$ cat src/hdl/api_pkg.sv
package api_pkg;

    localparam logic [1:0] CMD_PUSH  = 2'd0;
    localparam logic [1:0] CMD_POP   = 2'd1;
    localparam logic [1:0] CMD_CLEAR = 2'd2;
    localparam logic [1:0] CMD_TICK  = 2'd3;

    localparam logic [2:0] ST_NORMAL  = 3'd0;
    localparam logic [2:0] ST_JUMP    = 3'd1;
    localparam logic [2:0] ST_ADVANCE = 3'd2;
    localparam logic [2:0] ST_WAIT    = 3'd3;
    localparam logic [2:0] ST_DROP    = 3'd4;

    localparam logic CFG_GAIN = 1'b0;
    localparam logic CFG_FILL = 1'b1;

    localparam int FRAC_STEPS = 17;

    typedef enum logic [1:0] {
        RS_FIRST,
        RS_NEXT,
        RS_LAST,
        RS_JUMP
    } rsel_t;

    typedef struct packed {
        logic       latch;
        logic       push;
        logic       pop;
        logic       clear;
        logic       cap_v;
        logic       cap_first;
        logic       cap_next;
        logic       cap_last;
        logic       cap_jump;
        logic       fix_half;
        logic       div_init;
        logic       div_step;
        logic       et_init;
        logic       et_step;
        logic       mul_sq;
        logic       mul_cu;
        logic       mul_rt;
        logic       mul_dl;
        logic       apply;
        logic       load_out;
        rsel_t      rsel;
        logic [2:0] code;
    } ctrl_t;

    typedef struct packed {
        logic [1:0] cmd;
        logic       full;
        logic       lt2;
        logic       same;
        logic       outside;
        logic       short2t;
        logic       past_next;
        logic       fix_needed;
    } stat_t;

endpackage

$ cat src/hdl/api_ctrl.sv
module api_ctrl #(
    parameter int ESTEPS = 23
) (
    input  logic           clk,
    input  logic           rst_n,
    input  logic           in_valid,
    output logic           in_ready,
    output logic           out_valid,
    input  logic           out_ready,
    output api_pkg::ctrl_t ctrl,
    input  api_pkg::stat_t stat
);

    import api_pkg::*;

    localparam int CW = $clog2(ESTEPS);

    typedef enum logic [4:0] {
        S_IDLE,
        S_CMD,
        S_RD0,
        S_RD1,
        S_RD2,
        S_RD3,
        S_DECIDE,
        S_RDJ,
        S_FIX,
        S_DIV,
        S_EN,
        S_EDIV,
        S_SQ,
        S_CU,
        S_RT,
        S_DL,
        S_ADD,
        S_DONE
    } state_t;

    state_t          state_reg, state_next;
    logic [CW-1:0]   cnt_reg, cnt_next;
    logic [2:0]      code_reg, code_next;
    logic            out_valid_reg, out_valid_next;

    always_comb
    begin
        state_next     = state_reg;
        cnt_next       = cnt_reg;
        code_next      = code_reg;
        out_valid_next = out_valid_reg && !out_ready;
        ctrl           = '0;
        ctrl.rsel      = RS_FIRST;
        ctrl.code      = code_reg;
        in_ready       = 1'b0;
        case (state_reg)
            S_IDLE:
            begin
                in_ready = 1'b1;
                if (in_valid)
                begin
                    ctrl.latch = 1'b1;
                    state_next = S_CMD;
                end
            end
            S_CMD:
            begin
                code_next  = ST_NORMAL;
                state_next = S_DONE;
                case (stat.cmd)
                    CMD_PUSH:
                    begin
                        if (stat.full)
                        begin
                            code_next = ST_DROP;
                        end
                        else
                        begin
                            ctrl.push = 1'b1;
                        end
                    end
                    CMD_POP:   ctrl.pop = 1'b1;
                    CMD_CLEAR: ctrl.clear = 1'b1;
                    default:
                    begin
                        if (!stat.lt2)
                        begin
                            ctrl.cap_v = 1'b1;
                            state_next = S_RD0;
                        end
                    end
                endcase
            end
            S_RD0:
            begin
                ctrl.rsel  = RS_FIRST;
                state_next = S_RD1;
            end
            S_RD1:
            begin
                ctrl.cap_first = 1'b1;
                ctrl.rsel      = RS_NEXT;
                state_next     = S_RD2;
            end
            S_RD2:
            begin
                ctrl.cap_next = 1'b1;
                ctrl.rsel     = RS_LAST;
                state_next    = S_RD3;
            end
            S_RD3:
            begin
                ctrl.cap_last = 1'b1;
                state_next    = S_DECIDE;
            end
            S_DECIDE:
            begin
                ctrl.rsel = RS_JUMP;
                if (stat.same)
                begin
                    ctrl.pop   = 1'b1;
                    code_next  = ST_WAIT;
                    state_next = S_DONE;
                end
                else if (stat.outside)
                begin
                    if (stat.short2t)
                    begin
                        code_next  = ST_WAIT;
                        state_next = S_DONE;
                    end
                    else
                    begin
                        state_next = S_RDJ;
                    end
                end
                else if (stat.past_next)
                begin
                    code_next  = ST_ADVANCE;
                    state_next = S_DONE;
                end
                else
                begin
                    ctrl.div_init = 1'b1;
                    cnt_next      = '0;
                    state_next    = S_DIV;
                end
            end
            S_RDJ:
            begin
                ctrl.cap_jump = 1'b1;
                state_next    = S_FIX;
            end
            S_FIX:
            begin
                ctrl.fix_half = stat.fix_needed;
                code_next     = ST_JUMP;
                state_next    = S_DONE;
            end
            S_DIV:
            begin
                ctrl.div_step = 1'b1;
                cnt_next      = cnt_reg + CW'(1);
                if (cnt_reg == CW'(FRAC_STEPS - 1))
                begin
                    state_next = S_EN;
                end
            end
            S_EN:
            begin
                ctrl.et_init = 1'b1;
                cnt_next     = '0;
                state_next   = S_EDIV;
            end
            S_EDIV:
            begin
                ctrl.et_step = 1'b1;
                cnt_next     = cnt_reg + CW'(1);
                if (cnt_reg == CW'(ESTEPS - 1))
                begin
                    state_next = S_SQ;
                end
            end
            S_SQ:
            begin
                ctrl.mul_sq = 1'b1;
                state_next  = S_CU;
            end
            S_CU:
            begin
                ctrl.mul_cu = 1'b1;
                state_next  = S_RT;
            end
            S_RT:
            begin
                ctrl.mul_rt = 1'b1;
                state_next  = S_DL;
            end
            S_DL:
            begin
                ctrl.mul_dl = 1'b1;
                state_next  = S_ADD;
            end
            S_ADD:
            begin
                ctrl.apply = 1'b1;
                code_next  = ST_NORMAL;
                state_next = S_DONE;
            end
            S_DONE:
            begin
                if (!out_valid_reg || out_ready)
                begin
                    ctrl.load_out  = 1'b1;
                    out_valid_next = 1'b1;
                    state_next     = S_IDLE;
                end
            end
            default: state_next = S_IDLE;
        endcase
    end

    always_ff @(posedge clk or negedge rst_n)
    begin
        if (!rst_n)
        begin
            state_reg     <= S_IDLE;
            cnt_reg       <= '0;
            code_reg      <= ST_NORMAL;
            out_valid_reg <= 1'b0;
        end
        else
        begin
            state_reg     <= state_next;
            cnt_reg       <= cnt_next;
            code_reg      <= code_next;
            out_valid_reg <= out_valid_next;
        end
    end

    assign out_valid = out_valid_reg;

endmodule

$ cat config.mk
export PLATFORM = sky130hd
export DESIGN_NAME = api_ctrl
export DESIGN_NICKNAME = d
export VERILOG_FILES = /design/src/hdl/api_pkg.sv /design/src/hdl/api_ctrl.sv
export SDC_FILE = /design/constraint.sdc
export NUM_CORES = 1
export LEC_CHECK = 0
export BUFFER_PORTS_ARGS = -buffer_cell sky130_fd_sc_hd__buf_2
export CORE_ASPECT_RATIO = 1.4
export CORE_MARGIN = 2
export CORE_UTILIZATION = 54
export DETAILED_ROUTE_END_ITERATION = 6
export PLACE_DENSITY = 0.89
export SKIP_CTS_REPAIR_TIMING = 1
export SYNTH_ARGS = -nofsm -noshare
export SYNTH_HDL_FRONTEND = slang
export SYNTH_SLANG_ARGS = --single-unit
$ cat constraint.sdc
create_clock -name clk -period 5.81 [get_ports clk]
set_clock_uncertainty 0.1 [all_clocks]
set_input_delay 0.581 -clock clk [delete_from_list [all_inputs] [get_ports clk]]
set_output_delay 0.581 -clock clk [all_outputs]
set_load 0.02 [all_outputs]
Word-level counts from Yosys, hierarchy flattened
Index checks and enable logic that the tools add are counted.
- output and inout bits: 27
- bits in registers: 14
- add/subtract/negate cells: 1
- reductions and logical operators: 14
- equality and inequality tests: 30
- multiplexer cells: 57
- operators with widths (kind ; count):
    $pmux W5 S17 ; 1
    $mux W5 ; 13
    $eq A5 B4 Y1 const B ; 8
    $mux W1 ; 32
    $eq A5 B3 Y1 const B ; 4
    $eq A5 B5 Y1 const B ; 4
    $mux W3 ; 6
    $pmux W5 S3 ; 1
    $ne A2 B2 Y1 const B ; 7
    $pmux W3 S4 ; 1
    $eq A5 B2 Y1 const B ; 2
    $ne A4 B4 Y1 const B ; 2
    $reduce_and A4 Y1 ; 2
    $pmux W2 S3 ; 1
    $add A5 B1 Y5 const B ; 1
    $eq A5 B1 Y1 const B ; 1
    $logic_not A5 Y1 ; 1
    $reduce_bool A4 Y1 ; 1
    $reduce_or A2 Y1 ; 2
    $reduce_and A3 Y1 ; 1
    $reduce_bool A3 Y1 ; 1
    $reduce_or A3 Y1 ; 1
    $eq A2 B1 Y1 const B ; 1
    $eq A2 B2 Y1 const B ; 1
    other kinds (6) ; 7

Depth between registers and ports, before layout
- depth after elaboration: 4
- gate-level depth with buffers: 6
- depth with buffers taken out: 6

Worst setup path before layout
Ideal clock, no wire load.
- path kind: register to output
- start point: reg state_reg[1]
- end point: out ctrl[22] (netlist name)
- arrival time: 1.742 ns
- cell stages (with the launch flop): 6
- slack: 3.387 ns
- path through: dfrtp_1 > buf_4 > or3b_1 > clkbuf_1 > nand2b_1 > o32ai_1
- RTL lines (what ; line ; text):
    start: declaration ; api_ctrl.sv:39 ; state_t state_reg, state_next;
    start signal: assignment ; api_ctrl.sv:232 ; state_reg <= state_next;
    end: declaration ; api_ctrl.sv:10 ; output api_pkg::ctrl_t ctrl,

==> reports/metrics.cfg <==
[status]
status=finished, final reports clean

[setup_path]
r2r_slack_ns=3.63
cp-start-kind=flop
r2r-start=state_reg[0]
path_max_fanout=25
cp_data_required_time_ns=5.13
endpoint=ctrl[22]
r2r-end=code_reg[0]
critical_path_class=reg -> out
r2r.worst_path.cells=4
crit_path_start=state_reg[0]
worstSetupEndpointType=primary output
arrival_ns=2.30

[clock_tree]
cts_tree=built
clockRootBuffer=clkbuf_4
h-tree-depth=1
cts.sinks=14
insertion_delay_ns=0.28
cts_buffers=3
cts.clk_slew.worst_paths_ns=0.09
clk_path_buf_depth=2

[synthesis]
synth_cell_types=51
synthMuxAreaShare_pct=0.930
synth_edf_count=0
synth_xor_area_share_pct=2.89
syn_area_um2=1210
syn-num-nets=164
synth_compound_area_share_pct=22.3
synth_simple_gate_area_share_pct=33.6
yosys.area.top_type_share_pct=28.9
synthAdderAreaFrac_pct=3.10
yosysWarnings=0
postSynth.asyncResetShare_pct=100
synthCells=148
synth_top_family_by_area=simple AND/OR/NAND/NOR gates
ys_seq_area_share_pct=28.9
syn_area_per_cell_um2=8.18
netlist_top_cells_area=dfrtp_1 (29%), nor2_1 (7.4%), ha_1 (3.1%)
ys.flop_type=dfrtp_1
synth_top_cell_by_area=dfrtp_1
ys_ff_latch=14

[die]
die_w_um=44.0
die_y_um=60.0
ioPinCount=40
core-area_um2=2150
initial_utilization_pct=56.3
die_area_um2=2640
placementRows=20

[route]
wirelength_um=2800
post-route-drc-count=0
drt_iter0_markers=29
drtPass1Iterations=4
viasPerCell=5.98
postRouteAntennaNets=0
wl_per_cell_um=13.9
vias=1201

[sta]
finalSetupTns_ns=0
rsz0062_at_grt=false
finalMaxSlewViolations=0
setup_viol_count_final=0
hold_slack_ns=0.0772
tightest_slew_ns=0.712
hold_viol_final=0
fin_crit_ns=2.99
fmax_mhz=335
finalCritPeriodShare_pct=51.4
relSlewSlack_pct=52.5

[finish]
fin_nets=196
num_antenna_cells=0
drive_gt1_share_pct=30.2
n_fill_cell=198
layout_commonest_cell=buf_2
final_cell_mix=buf_2 (39), nor2_1 (24), dfrtp_1 (14)
final_cells=201
area_delta_synth_final_pct=15.3

[global_routing]
grt_usage_pct=22.2
antenna_found_initial=0
grt_max_degree=26
grt_pass1_wl_um=4490
grt_overflow=0
grt_pass1_vias=1078

[place]
dp_cells=197
gp_congestion=0.913
portBuffers=39
dp_hpwl_um=2220

[min_path]
holdCritPathClass=in -> async

[job]
maxCapViolCount=0

[power_and_ir_drop]
vdd_drop_max_mv=0.249
p_per_area_nw_per_um2=330
p_leak_nw=0.671

## worst max-delay path, cell delays in order (launching register included)
cell	delay (ns)
dfrtp_1	0.81
or3b_1	0.52
nand2b_1	0.22
o32ai_1	0.26
buf_2	0.22
## power by group
group | switching, mW | internal [mW]
clock | 0.0308 | 0.0381
combinational | 0.127 | 0.0939
sequential | 0.0569 | 0.114
total | 0.215 | 0.246
## cells by family after synthesis
group                      Yosys count
DFF                                 14
and+or+nand+nor                     73
xor gates and xnor gates             4
muxes                                1
adders and majority gates            3
buffers and inverters               19
AOI/OAI and AO/OA                   34
## worst min path at each step
stage	slack [ns]	end
after CTS	0.09	cnt_reg[1]
after global routing	0.09	cnt_reg[0]
after floorplan	0.19	cnt_reg[0]
final	0.08	cnt_reg[1]
after global placement	0.36	code_reg[0]
after detailed placement	0.37	code_reg[0]
## synthesized netlist by cell type, types with 2 or more instances
library cell	instances
or2_2	2
o21a_1	2
clkbuf_1	5
buf_2	2
or3b_1	2
nand3b_1	3
a2bb2oi_1	2
xnor2_1	2
buf_4	3
a21oi_1	4
ha_1	3
xor2_1	2
nand3_1	4
nand2_1	8
o22a_1	2
a22o_1	3
o21ai_0	5
nor3_1	5
nor2_1	24
dfrtp_1	14
a221o_1	2
and3_1	3
nand2b_1	5
nor3b_1	2
nor2b_1	4
buf_6	2
o21bai_1	2
nor4_1	2
inv_1	7
## layer usage
layer | track usage, % | wire length (µm) | share of wire [%]
met3 | 2.72 | 171 | 6.1
met4 | 8.66 | 43 | 1.5
met5 | 0 | 0 | 0
met2 | 41.2 | 1480 | 53
met1 | 25.1 | 1110 | 40
## metrics by stage
step	utilization (%)	setup WS [ns]	total power, mW	area, µm²
detailed placement	63.2	3.16	0.393	1360
floorplan	-	3.39	0.344	1210
global route	64.9	2.65	0.496	1400
global placement	63.2	3.31	0.380	1360
CTS	64.9	2.84	0.463	1400
finish	64.9	2.82	0.461	1400
## final cells by class
type | instances | area [µm²] | area share, %
Multi-Input combinational cell | 115 | 761 | 54.5
Timing Repair Buffer | 39 | 195 | 14.0
Clock buffer | 4 | 36.3 | 2.60
Sequential cell | 14 | 350 | 25.1
Inverter | 7 | 26.3 | 1.88
Tap cell | 22 | 27.5 | 1.97
Power figures use the tool's default switching activity.
